<file path="src/design/psd_pkg.sv">
// Package for the program stream demultiplexer.
// Holds the classified byte item, the result item, stream mode, route,
// channel and error codes shared by the front end, queue, parser and top level.
package psd_pkg;

  localparam int unsigned QueueDepthDefault = 2;

  localparam logic [7:0] TagEnd    = 8'hB9;
  localparam logic [7:0] TagPack   = 8'hBA;
  localparam logic [7:0] TagSystem = 8'hBB;
  localparam logic [7:0] TagFirst  = 8'hBC;
  localparam logic [7:0] AudioLo   = 8'hC0;
  localparam logic [7:0] AudioHi   = 8'hDF;
  localparam logic [7:0] VideoLo   = 8'hE0;
  localparam logic [7:0] VideoHi   = 8'hEF;
  localparam logic [7:0] Mpeg2Mask = 8'hC0;
  localparam logic [7:0] Mpeg2Val  = 8'h40;
  localparam logic [7:0] Mpeg1Mask = 8'hF0;
  localparam logic [7:0] Mpeg1Val  = 8'h20;
  localparam logic [7:0] StuffMask = 8'h07;
  localparam logic [7:0] StuffByte = 8'hFF;

  localparam logic [1:0] ChanAudio = 2'd0;
  localparam logic [1:0] ChanVideo = 2'd1;
  localparam logic [1:0] ChanError = 2'd2;

  localparam int unsigned RegAudioEnable = 0;
  localparam int unsigned RegVideoEnable = 1;

  typedef enum logic [1:0] {
    MODE_NONE = 2'd0,
    MODE_M1   = 2'd1,
    MODE_M2   = 2'd2
  } mode_e;

  typedef enum logic [1:0] {
    RT_AUDIO = 2'd0,
    RT_VIDEO = 2'd1,
    RT_DROP  = 2'd2
  } route_e;

  typedef enum logic [3:0] {
    ERR_NONE       = 4'd0,
    ERR_START_CODE = 4'd1,
    ERR_MODE       = 4'd2,
    ERR_MIXED      = 4'd3,
    ERR_NO_PACK    = 4'd4,
    ERR_LEN_SHORT  = 4'd5,
    ERR_LEN_MOD3   = 4'd6,
    ERR_PES_ZERO   = 4'd7,
    ERR_STUFFING   = 4'd8
  } err_e;

  typedef struct packed {
    logic [7:0] data;
    logic       is_zero;
    logic       is_one;
    logic       is_ff;
    mode_e      mode;
    logic       in_audio;
    logic       in_video;
    logic       is_end;
    logic       is_pack;
    logic       is_sys;
    logic       ge_bc;
  } item_t;

  typedef struct packed {
    logic [7:0] data;
    logic [1:0] chan;
    logic       last;
    logic       mpeg2;
    err_e       err;
  } res_t;

  typedef struct packed {
    logic audio_en;
    logic video_en;
  } cfg_t;

endpackage

</file>
<file path="src/design/psd_front.sv">
// Front end of the demultiplexer: accepts stream bytes and classifies them.
// Uses psd_pkg; feeds the item queue.
module psd_front (
  input  logic           clk_i,
  input  logic           rst_ni,
  input  logic           in_valid_i,
  output logic           in_ready_o,
  input  logic [7:0]     stream_byte_i,
  output logic           push_valid_o,
  input  logic           push_ready_i,
  output psd_pkg::item_t push_item_o
);
  import psd_pkg::*;

  logic  valid_q, valid_d;
  item_t item_q, item_d;
  logic  accept;

  assign in_ready_o   = !valid_q || push_ready_i;
  assign accept       = in_valid_i && in_ready_o;
  assign push_valid_o = valid_q;
  assign push_item_o  = item_q;

  always_comb begin
    valid_d = valid_q;
    if (accept) begin
      valid_d = 1'b1;
    end else if (push_ready_i) begin
      valid_d = 1'b0;
    end
  end

  always_comb begin
    item_d          = item_q;
    item_d.data     = stream_byte_i;
    item_d.is_zero  = (stream_byte_i == 8'h00);
    item_d.is_one   = (stream_byte_i == 8'h01);
    item_d.is_ff    = (stream_byte_i == StuffByte);
    if ((stream_byte_i & Mpeg2Mask) == Mpeg2Val) begin
      item_d.mode = MODE_M2;
    end else if ((stream_byte_i & Mpeg1Mask) == Mpeg1Val) begin
      item_d.mode = MODE_M1;
    end else begin
      item_d.mode = MODE_NONE;
    end
    item_d.in_audio = (stream_byte_i >= AudioLo) && (stream_byte_i <= AudioHi);
    item_d.in_video = (stream_byte_i >= VideoLo) && (stream_byte_i <= VideoHi);
    item_d.is_end   = (stream_byte_i == TagEnd);
    item_d.is_pack  = (stream_byte_i == TagPack);
    item_d.is_sys   = (stream_byte_i == TagSystem);
    item_d.ge_bc    = (stream_byte_i >= TagFirst);
  end

  always_ff @(posedge clk_i or negedge rst_ni) begin
    if (!rst_ni) begin
      valid_q <= 1'b0;
    end else begin
      valid_q <= valid_d;
    end
  end

  always_ff @(posedge clk_i) begin
    if (accept) begin
      item_q <= item_d;
    end
  end

endmodule

</file>
<file path="src/design/psd_queue.sv">
// Short item queue between the front end and the parser.
// Uses psd_pkg for the item type; depth is set by the Depth parameter.
module psd_queue #(
  parameter int unsigned Depth = psd_pkg::QueueDepthDefault
) (
  input  logic           clk_i,
  input  logic           rst_ni,
  input  logic           push_valid_i,
  output logic           push_ready_o,
  input  psd_pkg::item_t push_item_i,
  output logic           pop_valid_o,
  input  logic           pop_ready_i,
  output psd_pkg::item_t pop_item_o
);
  import psd_pkg::*;

  localparam int unsigned PtrW = (Depth > 1) ? $clog2(Depth) : 1;
  localparam int unsigned CntW = $clog2(Depth + 1);
  localparam logic [PtrW-1:0] PtrLast = PtrW'(Depth - 1);
  localparam logic [CntW-1:0] CntFull = CntW'(Depth);

  item_t           mem_q [Depth];
  logic [PtrW-1:0] wr_q, wr_d, rd_q, rd_d;
  logic [CntW-1:0] cnt_q, cnt_d;
  logic            push, pop;

  assign push_ready_o = (cnt_q != CntFull);
  assign pop_valid_o  = (cnt_q != '0);
  assign pop_item_o   = mem_q[rd_q];
  assign push         = push_valid_i && push_ready_o;
  assign pop          = pop_ready_i && pop_valid_o;

  always_comb begin
    wr_d  = wr_q;
    rd_d  = rd_q;
    cnt_d = cnt_q;
    if (push) begin
      wr_d = (wr_q == PtrLast) ? '0 : wr_q + 1'b1;
    end
    if (pop) begin
      rd_d = (rd_q == PtrLast) ? '0 : rd_q + 1'b1;
    end
    if (push && !pop) begin
      cnt_d = cnt_q + 1'b1;
    end else if (pop && !push) begin
      cnt_d = cnt_q - 1'b1;
    end
  end

  always_ff @(posedge clk_i or negedge rst_ni) begin
    if (!rst_ni) begin
      wr_q  <= '0;
      rd_q  <= '0;
      cnt_q <= '0;
    end else begin
      wr_q  <= wr_d;
      rd_q  <= rd_d;
      cnt_q <= cnt_d;
    end
  end

  always_ff @(posedge clk_i) begin
    if (push) begin
      mem_q[wr_q] <= push_item_i;
    end
  end

endmodule

</file>
<file path="src/design/psd_parser.sv">
// Back end of the demultiplexer: start code, pack, system header and PES parser
// with the output register. Uses psd_pkg; takes items from the queue.
module psd_parser (
  input  logic           clk_i,
  input  logic           rst_ni,
  input  psd_pkg::cfg_t  cfg_i,
  input  logic           in_valid_i,
  output logic           in_ready_o,
  input  psd_pkg::item_t in_item_i,
  output logic           out_valid_o,
  input  logic           out_ready_i,
  output psd_pkg::res_t  out_res_o
);
  import psd_pkg::*;

  typedef enum logic [9:0] {
    PH_SC0   = 10'b00_0000_0001,
    PH_SC1   = 10'b00_0000_0010,
    PH_SC2   = 10'b00_0000_0100,
    PH_TAG   = 10'b00_0000_1000,
    PH_HUNT  = 10'b00_0001_0000,
    PH_PACK  = 10'b00_0010_0000,
    PH_STUFF = 10'b00_0100_0000,
    PH_LENHI = 10'b00_1000_0000,
    PH_LENLO = 10'b01_0000_0000,
    PH_BODY  = 10'b10_0000_0000
  } phase_e;

  function automatic logic [1:0] mod3(input logic [15:0] v);
    logic [4:0] s;
    logic [3:0] t;
    logic [2:0] u;
    s = '0;
    for (int i = 0; i < 8; i++) begin
      s = s + {3'b000, v[2*i +: 2]};
    end
    t = {1'b0, s[4:2]} + {2'b00, s[1:0]};
    u = {1'b0, t[3:2]} + {1'b0, t[1:0]};
    if (u >= 3'd6) begin
      u = u - 3'd6;
    end else if (u >= 3'd3) begin
      u = u - 3'd3;
    end
    return u[1:0];
  endfunction

  phase_e      phase_q, phase_d;
  logic [15:0] cnt_q, cnt_d;
  logic [15:0] len_q, len_d;
  logic        sys_q, sys_d;
  mode_e       mode_q, mode_d;
  logic        aud_vld_q, aud_vld_d, vid_vld_q, vid_vld_d;
  logic [7:0]  aud_id_q, aud_id_d, vid_id_q, vid_id_d;
  logic [2:0]  stuff_q, stuff_d;
  route_e      route_q, route_d;
  logic [1:0]  m3_q, m3_d;
  logic        out_valid_q, out_valid_d;
  res_t        res_q, res_d;

  logic        pop, emit, fail;
  err_e        fail_code;
  logic [1:0]  fail_zeros;
  logic [7:0]  b;
  logic [15:0] full_len;
  logic        last;
  logic        offer;
  mode_e       eff_mode;

  assign in_ready_o  = !out_valid_q || out_ready_i;
  assign pop         = in_valid_i && in_ready_o;
  assign out_valid_o = out_valid_q;
  assign out_res_o   = res_q;
  assign b           = in_item_i.data;
  assign full_len    = {len_q[15:8], b};
  assign last        = ({1'b0, cnt_q} + 17'd1) >= {1'b0, len_q};
  assign offer       = (cnt_q >= 16'd6) && (m3_q == 2'd0);

  always_comb begin
    phase_d    = phase_q;
    cnt_d      = cnt_q;
    len_d      = len_q;
    sys_d      = sys_q;
    mode_d     = mode_q;
    aud_vld_d  = aud_vld_q;
    vid_vld_d  = vid_vld_q;
    aud_id_d   = aud_id_q;
    vid_id_d   = vid_id_q;
    stuff_d    = stuff_q;
    route_d    = route_q;
    m3_d       = m3_q;
    emit       = 1'b0;
    fail       = 1'b0;
    fail_code  = ERR_NONE;
    fail_zeros = 2'd0;
    eff_mode   = mode_q;
    res_d.data  = b;
    res_d.chan  = route_q;
    res_d.last  = 1'b0;
    res_d.mpeg2 = (mode_q == MODE_M2);
    res_d.err   = ERR_NONE;

    case (phase_q)
      PH_SC0: begin
        if (!in_item_i.is_zero) begin
          fail      = 1'b1;
          fail_code = ERR_START_CODE;
        end else begin
          phase_d = PH_SC1;
        end
      end
      PH_SC1: begin
        if (!in_item_i.is_zero) begin
          fail      = 1'b1;
          fail_code = ERR_START_CODE;
        end else begin
          phase_d = PH_SC2;
        end
      end
      PH_SC2: begin
        if (!in_item_i.is_one) begin
          fail       = 1'b1;
          fail_code  = ERR_START_CODE;
          fail_zeros = in_item_i.is_zero ? 2'd2 : 2'd0;
        end else begin
          phase_d = PH_TAG;
        end
      end
      PH_HUNT: begin
        if (in_item_i.is_zero) begin
          cnt_d = (cnt_q >= 16'd2) ? 16'd2 : cnt_q + 16'd1;
        end else if (in_item_i.is_one && (cnt_q >= 16'd2)) begin
          cnt_d   = '0;
          phase_d = PH_TAG;
        end else begin
          cnt_d = '0;
        end
      end
      PH_TAG: begin
        sys_d   = in_item_i.is_sys;
        route_d = RT_DROP;
        if (aud_vld_q && (aud_id_q == b)) begin
          phase_d = PH_LENHI;
          if (cfg_i.audio_en) begin
            route_d    = RT_AUDIO;
            emit       = 1'b1;
            res_d.chan = ChanAudio;
          end
        end else if (vid_vld_q && (vid_id_q == b)) begin
          phase_d = PH_LENHI;
          if (cfg_i.video_en) begin
            route_d    = RT_VIDEO;
            emit       = 1'b1;
            res_d.chan = ChanVideo;
          end
        end else if (in_item_i.is_end) begin
          aud_vld_d = 1'b0;
          vid_vld_d = 1'b0;
          mode_d    = MODE_NONE;
          phase_d   = PH_SC0;
        end else if (in_item_i.is_pack) begin
          cnt_d   = 16'd4;
          phase_d = PH_PACK;
        end else if (in_item_i.is_sys) begin
          if (mode_q == MODE_NONE) begin
            fail      = 1'b1;
            fail_code = ERR_NO_PACK;
          end else begin
            phase_d = PH_LENHI;
          end
        end else if (in_item_i.ge_bc) begin
          phase_d = PH_LENHI;
        end else begin
          phase_d = PH_SC0;
        end
      end
      PH_PACK: begin
        if (cnt_q == 16'd4) begin
          eff_mode = in_item_i.mode;
          if (in_item_i.mode == MODE_NONE) begin
            fail       = 1'b1;
            fail_code  = ERR_MODE;
            fail_zeros = {1'b0, in_item_i.is_zero};
          end else if ((mode_q != MODE_NONE) && (mode_q != in_item_i.mode)) begin
            fail       = 1'b1;
            fail_code  = ERR_MIXED;
            fail_zeros = {1'b0, in_item_i.is_zero};
          end else begin
            mode_d = in_item_i.mode;
          end
        end
        if ((eff_mode == MODE_M1) && (cnt_q >= 16'd11)) begin
          phase_d = PH_SC0;
        end else if ((eff_mode == MODE_M2) && (cnt_q >= 16'd13)) begin
          stuff_d = b[2:0] & StuffMask[2:0];
          phase_d = ((b & StuffMask) != 8'h00) ? PH_STUFF : PH_SC0;
        end
        cnt_d = cnt_q + 16'd1;
      end
      PH_STUFF: begin
        if (!in_item_i.is_ff) begin
          fail       = 1'b1;
          fail_code  = ERR_STUFFING;
          fail_zeros = {1'b0, in_item_i.is_zero};
        end else begin
          stuff_d = stuff_q - 3'd1;
          if (stuff_q == 3'd1) begin
            phase_d = PH_SC0;
          end
        end
      end
      PH_LENHI: begin
        len_d   = {b, 8'h00};
        phase_d = PH_LENLO;
        emit    = (route_q != RT_DROP);
      end
      PH_LENLO: begin
        len_d = full_len;
        cnt_d = '0;
        m3_d  = 2'd0;
        if (sys_q) begin
          if (full_len < 16'd6) begin
            fail       = 1'b1;
            fail_code  = ERR_LEN_SHORT;
            fail_zeros = {1'b0, in_item_i.is_zero};
          end else if (mod3(full_len) != 2'd0) begin
            fail       = 1'b1;
            fail_code  = ERR_LEN_MOD3;
            fail_zeros = {1'b0, in_item_i.is_zero};
          end else begin
            phase_d = PH_BODY;
          end
        end else if (full_len == 16'd0) begin
          fail       = 1'b1;
          fail_code  = ERR_PES_ZERO;
          fail_zeros = {1'b0, in_item_i.is_zero};
        end else begin
          phase_d = PH_BODY;
          emit    = (route_q != RT_DROP);
        end
      end
      PH_BODY: begin
        cnt_d = cnt_q + 16'd1;
        m3_d  = (m3_q == 2'd2) ? 2'd0 : m3_q + 2'd1;
        if (last) begin
          phase_d = PH_SC0;
        end
        if (sys_q) begin
          if (offer) begin
            if (in_item_i.in_audio && !aud_vld_q) begin
              aud_vld_d = 1'b1;
              aud_id_d  = b;
            end else if (in_item_i.in_video && !vid_vld_q) begin
              vid_vld_d = 1'b1;
              vid_id_d  = b;
            end
          end
        end else if (route_q != RT_DROP) begin
          emit       = 1'b1;
          res_d.last = last;
          if (last) begin
            route_d = RT_DROP;
          end
        end
      end
      default: begin
        phase_d = PH_SC0;
      end
    endcase

    if (fail) begin
      phase_d    = PH_HUNT;
      cnt_d      = {14'd0, fail_zeros};
      route_d    = RT_DROP;
      emit       = 1'b1;
      res_d.data = 8'h00;
      res_d.chan = ChanError;
      res_d.last = 1'b0;
      res_d.err  = fail_code;
    end
  end

  always_comb begin
    out_valid_d = out_valid_q;
    if (pop) begin
      out_valid_d = emit;
    end else if (out_ready_i) begin
      out_valid_d = 1'b0;
    end
  end

  always_ff @(posedge clk_i or negedge rst_ni) begin
    if (!rst_ni) begin
      phase_q     <= PH_SC0;
      cnt_q       <= '0;
      len_q       <= '0;
      sys_q       <= 1'b0;
      mode_q      <= MODE_NONE;
      aud_vld_q   <= 1'b0;
      vid_vld_q   <= 1'b0;
      stuff_q     <= '0;
      route_q     <= RT_DROP;
      m3_q        <= '0;
      out_valid_q <= 1'b0;
    end else begin
      out_valid_q <= out_valid_d;
      if (pop) begin
        phase_q   <= phase_d;
        cnt_q     <= cnt_d;
        len_q     <= len_d;
        sys_q     <= sys_d;
        mode_q    <= mode_d;
        aud_vld_q <= aud_vld_d;
        vid_vld_q <= vid_vld_d;
        stuff_q   <= stuff_d;
        route_q   <= route_d;
        m3_q      <= m3_d;
      end
    end
  end

  always_ff @(posedge clk_i) begin
    if (pop) begin
      aud_id_q <= aud_id_d;
      vid_id_q <= vid_id_d;
      if (emit) begin
        res_q <= res_d;
      end
    end
  end

endmodule

</file>
<file path="src/design/program_stream_demux.sv">
// Top level of the MPEG program stream demultiplexer.
// Uses psd_pkg and instantiates psd_front, psd_queue and psd_parser.
//
// The block takes one program stream byte per cycle and sustains that rate
// indefinitely while out_ready_i stays high: each byte passes a classifying
// input register, a short queue and the parser, whose single per-byte state
// update and output register set the figure of one item per clock. Delivered
// packet bytes start with the stream id byte; errors come out on channel 2
// with a code, after which the parser hunts for the next 00 00 01 prefix. The
// two enable registers sit at APB addresses 0x0 (audio) and 0x4 (video); the
// user must see that they are written only while idle, as the block does not enforce it.
module program_stream_demux #(
  parameter int unsigned QueueDepth = psd_pkg::QueueDepthDefault
) (
  input  logic        clk_i,
  input  logic        rst_ni,
  input  logic        in_valid_i,
  output logic        in_ready_o,
  input  logic [7:0]  stream_byte_i,
  output logic        out_valid_o,
  input  logic        out_ready_i,
  output logic [7:0]  out_byte_o,
  output logic [1:0]  channel_o,
  output logic        last_of_packet_o,
  output logic        is_mpeg2_o,
  output logic [3:0]  error_code_o,
  input  logic        psel,
  input  logic        penable,
  input  logic        pwrite,
  input  logic [2:0]  paddr,
  input  logic [31:0] pwdata,
  output logic [31:0] prdata,
  output logic        pready
);
  import psd_pkg::*;

  logic  audio_en_q, audio_en_d, video_en_q, video_en_d;
  logic  cfg_write;
  cfg_t  cfg;
  logic  push_valid, push_ready, pop_valid, pop_ready;
  item_t push_item, pop_item;
  res_t  res;

  assign pready    = 1'b1;
  assign cfg_write = psel && penable && pwrite;
  assign cfg.audio_en = audio_en_q;
  assign cfg.video_en = video_en_q;

  always_comb begin
    audio_en_d = audio_en_q;
    video_en_d = video_en_q;
    if (cfg_write) begin
      if (paddr[2] == 1'(RegAudioEnable)) begin
        audio_en_d = pwdata[0];
      end else begin
        video_en_d = pwdata[0];
      end
    end
  end

  always_comb begin
    prdata = '0;
    if (paddr[2] == 1'(RegVideoEnable)) begin
      prdata[0] = video_en_q;
    end else begin
      prdata[0] = audio_en_q;
    end
  end

  always_ff @(posedge clk_i or negedge rst_ni) begin
    if (!rst_ni) begin
      audio_en_q <= 1'b1;
      video_en_q <= 1'b1;
    end else begin
      audio_en_q <= audio_en_d;
      video_en_q <= video_en_d;
    end
  end

  psd_front u_front (
    .clk_i         (clk_i),
    .rst_ni        (rst_ni),
    .in_valid_i    (in_valid_i),
    .in_ready_o    (in_ready_o),
    .stream_byte_i (stream_byte_i),
    .push_valid_o  (push_valid),
    .push_ready_i  (push_ready),
    .push_item_o   (push_item)
  );

  psd_queue #(
    .Depth (QueueDepth)
  ) u_queue (
    .clk_i        (clk_i),
    .rst_ni       (rst_ni),
    .push_valid_i (push_valid),
    .push_ready_o (push_ready),
    .push_item_i  (push_item),
    .pop_valid_o  (pop_valid),
    .pop_ready_i  (pop_ready),
    .pop_item_o   (pop_item)
  );

  psd_parser u_parser (
    .clk_i       (clk_i),
    .rst_ni      (rst_ni),
    .cfg_i       (cfg),
    .in_valid_i  (pop_valid),
    .in_ready_o  (pop_ready),
    .in_item_i   (pop_item),
    .out_valid_o (out_valid_o),
    .out_ready_i (out_ready_i),
    .out_res_o   (res)
  );

  assign out_byte_o       = res.data;
  assign channel_o        = res.chan;
  assign last_of_packet_o = res.last;
  assign is_mpeg2_o       = res.mpeg2;
  assign error_code_o     = res.err;

endmodule

</file>
<file path="config.mk">
export PLATFORM = sky130hd
export DESIGN_NAME = program_stream_demux
export DESIGN_NICKNAME = d
export VERILOG_FILES = /design/src/design/psd_pkg.sv /design/src/design/psd_front.sv /design/src/design/psd_queue.sv /design/src/design/psd_parser.sv /design/src/design/program_stream_demux.sv
export SDC_FILE = /design/constraint.sdc
export NUM_CORES = 1
export LEC_CHECK = 0
export BUFFER_PORTS_ARGS = -buffer_cell sky130_fd_sc_hd__buf_2
export CAP_MARGIN = 10
export CORE_MARGIN = 8
export CORE_UTILIZATION = 58
export DETAILED_ROUTE_END_ITERATION = 10
export PLACE_DENSITY = 0.75
export SYNTH_ARGS = -nofsm -noshare
export SYNTH_HDL_FRONTEND = slang
export SYNTH_SLANG_ARGS = --single-unit
</file>
<file path="constraint.sdc">
create_clock -name clk_i -period 9 [get_ports clk_i]
set_clock_uncertainty 0.05 [all_clocks]
set_input_delay 0.9 -clock clk_i [delete_from_list [all_inputs] [get_ports clk_i]]
set_output_delay 0.9 -clock clk_i [all_outputs]
set_load 0.02 [all_outputs]
</file>
==> results of run 1 <==
[registers in the layout (all words and copies together) (netlist names)]
register              count
audio_en_q                1
u_front.push_item_o      19
u_front.push_valid_o      1
u_parser.aud_id_q         8
u_parser.aud_vld_q        1
u_parser.cnt_q           16
u_parser.len_q           16
u_parser.m3_q             2
u_parser.mode_q           2
u_parser.out_res_o       16
u_parser.out_valid_o      1
u_parser.phase_q         10
u_parser.route_q          2
u_parser.stuff_q          3
u_parser.sys_q            1
u_parser.vid_id_q         8
u_parser.vid_vld_q        1
u_queue.cnt_q             2
u_queue.mem_q            38
u_queue.rd_q              1
u_queue.wr_q              1
video_en_q                1
[metrics by stage]
step | instance area, sq um | setup slack [ns] | total power [W] | std cells | util
finish | 9320 | 0.458 | 0.00412 | 1013 | 0.646
global route | 9320 | 0.0283 | 0.00441 | 1013 | 0.646
CTS | 9310 | 0.433 | 0.00413 | 1012 | 0.646
detailed placement | 8740 | 0.509 | 0.00340 | 980 | 0.606
global placement | 8740 | 0.742 | 0.00325 | 980 | 0.606
floorplan | 8590 | 1.17 | 0.00289 | 805 | -
[critical path, delay by kind of cell (launching register included)]
| family | cells | cell delay (ns) |
|---|---|---|
| adders and majority gates | 12 | 4.41 |
| and+or+nand+nor | 4 | 1.52 |
| AOI/OAI and AO/OA | 4 | 0.64 |
| DFF | 1 | 0.59 |
| buffers and inverters | 6 | 0.58 |
| muxes | 1 | 0.31 |
| xor gates and xnor gates | 1 | 0.15 |
[report_power, final]
part / total, W / internal [W] / switching (W)
sequential: 0.00104 / 0.000934 / 0.000106
combinational: 0.00238 / 0.000955 / 0.00143
clock: 0.000695 / 0.000402 / 0.000293
[cells in the final DEF (no fill, tap or decap), drive strengths merged, types with 17 or more instances in the layout]
cell	synthesis	routed
edfxtp	89	89
nor2	67	67
inv	61	67
dfrtp	58	58
nand2	53	53
buf	41	48
o21ai	41	41
a21oi	33	33
ha	33	33
conb	2	32
xor2	26	26
nor3	23	23
nand3	22	22
clkbuf	15	22
nor4	17	17
mux2i	17	17
[layout make-up]
| type | instances | area [sq um] |
|---|---|---|
| inverters | 61 | 229 |
| well taps | 184 | 230 |
| clock inverters | 10 | 109 |
| fillers | 1094 | 5110 |
| flip-flops and latches | 151 | 4230 |
| repair buffers | 48 | 270 |
| clock buffers | 22 | 464 |
| multi-input cells | 537 | 3790 |
[metal layers]
layer  part of all wire  routed length (microns)
met5                  0                        0
met4              0.018                      337
met3              0.052                      956
met2               0.51                     9460
met1               0.42                     7730
[cells by family (layout without fill, tap and decap cells)]
logic type / count (synthesis) / count (layout) / share of synthesized area
simple gates: 253 / 253 / 0.155
flops: 151 / 151 / 0.499
compound gates: 133 / 133 / 0.101
buf+inv: 117 / 141 / 0.0688
fa+ha+maj: 46 / 46 / 0.0794
xor+xnor: 40 / 40 / 0.0413
mux: 33 / 33 / 0.0552
other cells: 2 / 32 / 0.000886
[path summary, 6_finish.rpt]
path                       cells after the start                endpoint                     from  slack (ns)
setup / recovery                              28  u_parser.out_res_o[12]             u_queue.rd_q        0.46
hold / removal                                 0    u_queue.mem_q[0][13]  u_front.push_item_o[13]        0.39
setup reg to reg                              28  u_parser.out_res_o[12]             u_queue.rd_q        0.46
hold reg to reg                                0    u_queue.mem_q[0][13]  u_front.push_item_o[13]        0.39
max in group asynchronous                      2      u_parser.len_q[12]                   rst_ni        7.76
min in group asynchronous                      2     u_parser.phase_q[6]                   rst_ni        0.61
==> results.sh, run 1 <==
export IMPL_holdBufCountCts=0
export IMPL_routed_via_density=5.77
export IMPL_period_share=0.949
export IMPL_status="completed"
export IMPL_fin_setup_tns_ns=0
export IMPL_crit_path_top_delay_cell="or4_1"
export IMPL_yosysWarnings=0
export IMPL_yosys_top_cells_area="edfxtp_1 (32%), dfrtp_1 (17%), ha_1 (4.9%), fa_1 (3.1%), buf_4 (2.9%)"
export IMPL_gp_congestion=0.905
export IMPL_num_antenna_cells=0
export IMPL_grtUsageMet2=0.349
export IMPL_crit_fanout=16
export IMPL_clockBufferDepth=2
export IMPL_required_ns=9.11
export IMPL_globalRoute_busiestLayer="met2"
export IMPL_postCtsSetupBuffers=0
export IMPL_dp_hpwl_microns=13600
export IMPL_rows=44
export IMPL_coreArea_sq_mm=0.0144
export IMPL_grt_use_met1=0.255
export IMPL_cts_clk_slew_worst_paths_ns=0.06
export IMPL_portBuffers=35
export IMPL_antenna_found_initial=0
export IMPL_cts_made_buffers=17
export IMPL_cp_end_kind="register"
export IMPL_slew_headroom=0.228
export IMPL_dieArea_sq_mm=0.0187
export IMPL_synth_cells=775
export IMPL_hold_slack_ns=0.394
export IMPL_grt_pass1_wl_microns=29800
export IMPL_crit_top_cell="fa_1"
export IMPL_synth_edf_count=89
export IMPL_yosysMostFrequentCell="edfxtp_1"
export IMPL_synthTopCellsByCount="edfxtp_1 (89), nor2_1 (66), inv_1 (60)"
export IMPL_yosysTopAreaCell="edfxtp_1"
export IMPL_slowest_delay_ns=0.74
export IMPL_netlist_area_leader_share=0.315
export IMPL_drc=0
export IMPL_ys_flop_type="edfxtp_1"
export IMPL_ys_seq_area_frac=0.499
export IMPL_ant_nets=0
export IMPL_avgRoutedWirePerCell_microns=18.2
export IMPL_drv_slew=0
export IMPL_ios=101
export IMPL_arrival_ns=8.65
export IMPL_via_count=5848
export IMPL_htree_levels=4
export IMPL_final_hold_viol_count=0
export IMPL_rsz0062_at_grt="no"
export IMPL_grt_total_usage=0.207
export IMPL_yosysUniqueCellTypes=72
export IMPL_min_period_ns=8.54
export IMPL_grt_pass1_vias=5815
export IMPL_root_buffer="clkbuf_16"
export IMPL_synth_avg_cell_area_sq_um=10.9
export IMPL_drtPass1Iterations=5
export IMPL_grt_max_degree=63
export IMPL_cts_tree="done"
export IMPL_hp_class="register to register"
export IMPL_syn_area_sq_mm=0.00848
export IMPL_pwr_density_cell_mw_per_mm2=442
export IMPL_grt_overflow_total=0
export IMPL_die_x_microns=137
export IMPL_wl_microns=18500
export IMPL_clock_sinks=151
export IMPL_insertion_delay_ns=0.43
export IMPL_syn_to_final_growth_pct=9.90
export IMPL_crit_type="register to register"
export IMPL_max_freq_ghz=0.117
export IMPL_tightest_slew_ns=1.15
export IMPL_fp_dieH_microns=137
export IMPL_start_kind="register"
export IMPL_drtIter0Drc=383
export IMPL_drv_cap=0
export IMPL_vdd_drop_max_mv=0.477
export IMPL_initial_core_util=0.588
export IMPL_use_met3=0.0525
export IMPL_p_leak_nw=3.92
export IMPL_cts_resized=0
export IMPL_nNetsFinal=912
export IMPL_synth_seq_cells=151
export IMPL_synth_async_reset_ratio=0.411
export IMPL_layout_drive_gt1_share=0.144
export IMPL_final_setup_viol_count=0
Note: power is estimated with default switching activity, not from simulation.
==> run 2, diff against run 1 <==
--- a/config.mk
+++ b/config.mk
@@ -8,9 +8,11 @@
 export BUFFER_PORTS_ARGS = -buffer_cell sky130_fd_sc_hd__buf_2
 export CAP_MARGIN = 10
 export CORE_MARGIN = 8
-export CORE_UTILIZATION = 58
+export CORE_UTILIZATION = 59
 export DETAILED_ROUTE_END_ITERATION = 10
-export PLACE_DENSITY = 0.75
+export GPL_ROUTABILITY_DRIVEN = 0
+export PLACE_DENSITY = 0.77
 export SYNTH_ARGS = -nofsm -noshare
 export SYNTH_HDL_FRONTEND = slang
+export SYNTH_HIERARCHICAL = 1
 export SYNTH_SLANG_ARGS = --single-unit
==> results.sh, run 2 <==
export IMPL_status="completed"
export IMPL_cts_tree="done"
export IMPL_synth_simple_area_share=0.171
export IMPL_ys_seq_area_frac=0.506
export IMPL_dp_hpwl_microns=13000
export IMPL_crit_fanout=16
export IMPL_holdBufCountCts=0
export IMPL_yosysWarnings=6
export IMPL_htree_levels=4
export IMPL_rsz0062_at_grt="no"
export IMPL_tightest_slew_ns=1.15
export IMPL_grt_overflow_total=0
export IMPL_antenna_found_initial=0
export IMPL_yosys_top_cells_area="edfxtp_1 (32%), dfrtp_1 (17%), ha_1 (5.1%), xnor2_1 (3.1%), fa_1 (3.1%)"
export IMPL_worstHoldStart="u_front/push_item_o[5]"
export IMPL_layout_drive_gt1_share=0.153
export IMPL_num_antenna_cells=0
export IMPL_dieArea_sq_mm=0.0182
export IMPL_arrival_ns=8.10
export IMPL_seq_area_sq_mm=0.00423
export IMPL_ant_nets=0
export IMPL_netlist_area_leader_share=0.320
export IMPL_final_cell_mix="edfxtp_1 (89), nand2_1 (64), dfrtp_1 (58)"
export IMPL_multi_input_area_sq_mm=0.00372
export IMPL_drtIter0Drc=552
export IMPL_final_common_cell="edfxtp_1"
export IMPL_largest_register="u_queue/mem_q"
export IMPL_synth_async_reset_ratio=0.411
export IMPL_insertion_delay_ns=0.42
export IMPL_start_kind="register"
export IMPL_period_share=0.889
export IMPL_clockBufferDepth=2
export IMPL_drv_slew=0
export IMPL_grt_max_degree=63
export IMPL_final_setup_viol_count=0
export IMPL_drc=0
export IMPL_hp_class="register to register"
export IMPL_fillCellCount=1029
export IMPL_synth_compound_area_frac=0.101
export IMPL_synth_avg_cell_area_sq_um=11.4
export IMPL_drv_cap=0
export IMPL_synth_seq_cells=151
export IMPL_ys_flop_type="edfxtp_1"
export IMPL_die_x_microns=135
export IMPL_grt_pass1_wl_microns=28700
export IMPL_syn_to_final_growth_pct=9.27
export IMPL_postCtsSetupBuffers=0
export IMPL_drtPass1Iterations=6
export IMPL_nNetsFinal=862
export IMPL_required_ns=9.10
export IMPL_root_buffer="clkbuf_16"
export IMPL_rows=43
export IMPL_fp_dieH_microns=135
export IMPL_avgRoutedWirePerCell_microns=18.5
export IMPL_syn_area_sq_mm=0.00836
export IMPL_synthTopCellsByCount="edfxtp_1 (89), nand2_1 (64), dfrtp_1 (58)"
export IMPL_cts_made_buffers=17
export IMPL_via_count=5737
export IMPL_cp_end_kind="register"
export IMPL_slowest_delay_ns=0.63
export IMPL_grt_total_usage=0.202
export IMPL_final_hold_viol_count=0
export IMPL_cts_clk_slew_worst_paths_ns=0.06
export IMPL_synth_xor_area_share=0.0398
export IMPL_crit_family="adder cells"
export IMPL_cts_resized=0
export IMPL_worstPathCellList="mux2_2 -> fa_1 -> fa_1 -> fa_1 -> fa_1 -> ha_1 -> fa_1 -> ha_1 -> fa_1 -> xnor2_1 -> ha_1 -> fa_1 -> ha_1 -> o21bai_1 -> a21boi_0 -> o311a_1 -> o21ai_1 -> nand3_4 -> nor3_1 -> nor2_1 -> buf_4"
export IMPL_min_period_ns=8.00
export IMPL_largest_reg_flops=38
export IMPL_yosysUniqueCellTypes=78
export IMPL_synth_edf_count=89
export IMPL_synth_cells=734
export IMPL_crit_type="register to register"
export IMPL_crit_top_cell="fa_1"
export IMPL_r2r_start="u_queue/rd_q"
export IMPL_max_freq_ghz=0.125
export IMPL_portBuffers=35
export IMPL_grt_pass1_vias=5796
export IMPL_slew_headroom=0.226
export IMPL_fin_setup_tns_ns=0
export IMPL_synthAdderAreaFrac=0.0820
export IMPL_yosysMostFrequentCell="edfxtp_1"
export IMPL_ios=101
export IMPL_crit_path_top_delay_cell="dfrtp_1"
export IMPL_worst_path_buf_inv=1
export IMPL_initial_core_util=0.602
export IMPL_yosysTopAreaCell="edfxtp_1"
export IMPL_synthMuxAreaShare=0.0371
export IMPL_synth_top_family_by_area="simple AND/OR/NAND/NOR gates"
export IMPL_wl_microns=17700
export IMPL_routed_via_density=5.99
export IMPL_startpoint="u_queue/rd_q"
export IMPL_coreArea_sq_mm=0.0139
export IMPL_clock_sinks=151
run 2: path summary, 6_finish.rpt:
path / endpoint / slack (ns) / cells past startpoint
min in group asynchronous: u_parser/cnt_q[10] / 0.60 / 2
max: u_parser/out_res_o[7] / 1.00 / 21
max in group asynchronous: u_parser/sys_q / 7.79 / 2
min reg2reg: u_queue/mem_q[1][5] / 0.39 / 0
min: u_queue/mem_q[1][5] / 0.39 / 0
max reg2reg: u_parser/out_res_o[7] / 1.00 / 21
run 2: stage by stage:
step           instances  cell area, sq um   util  hold slack (ns)  setup WS (ns)
2_1_floorplan        764              8470      -            0.371           1.65
3_3_place_gp         926              8540  0.616            0.378           1.14
3_5_place_dp         926              8540  0.616            0.379          0.985
4_1_cts              958              9130  0.658            0.394          0.964
5_1_grt              958              9130  0.658            0.400          0.569
6_report             958              9130  0.658            0.394           1.00
run 2: cell families after synthesis:
group,Yosys count
mux,28
xor+xnor,38
flops,151
buf+inv,101
other cells,2
compound gates,118
fa+ha+maj,47
simple gates,249
run 2: layout make-up:
class,count,area share
clock buffer,18,0.0470
clock inverter,14,0.0175
inverter,43,0.0177
multi-input combinational,512,0.407
sequential,151,0.463
tap,180,0.0247
timing repair buffer,40,0.0233
run 2: routing by layer:
metal  share of wire  global-route usage
met5               0                   0
met4           0.025              0.0851
met3           0.068              0.0531
met2            0.50               0.340
met1            0.40               0.239
Power of run 2 is not shown: default switching activity piles up to over one toggle a cycle in this logic, so the estimate is an artifact.
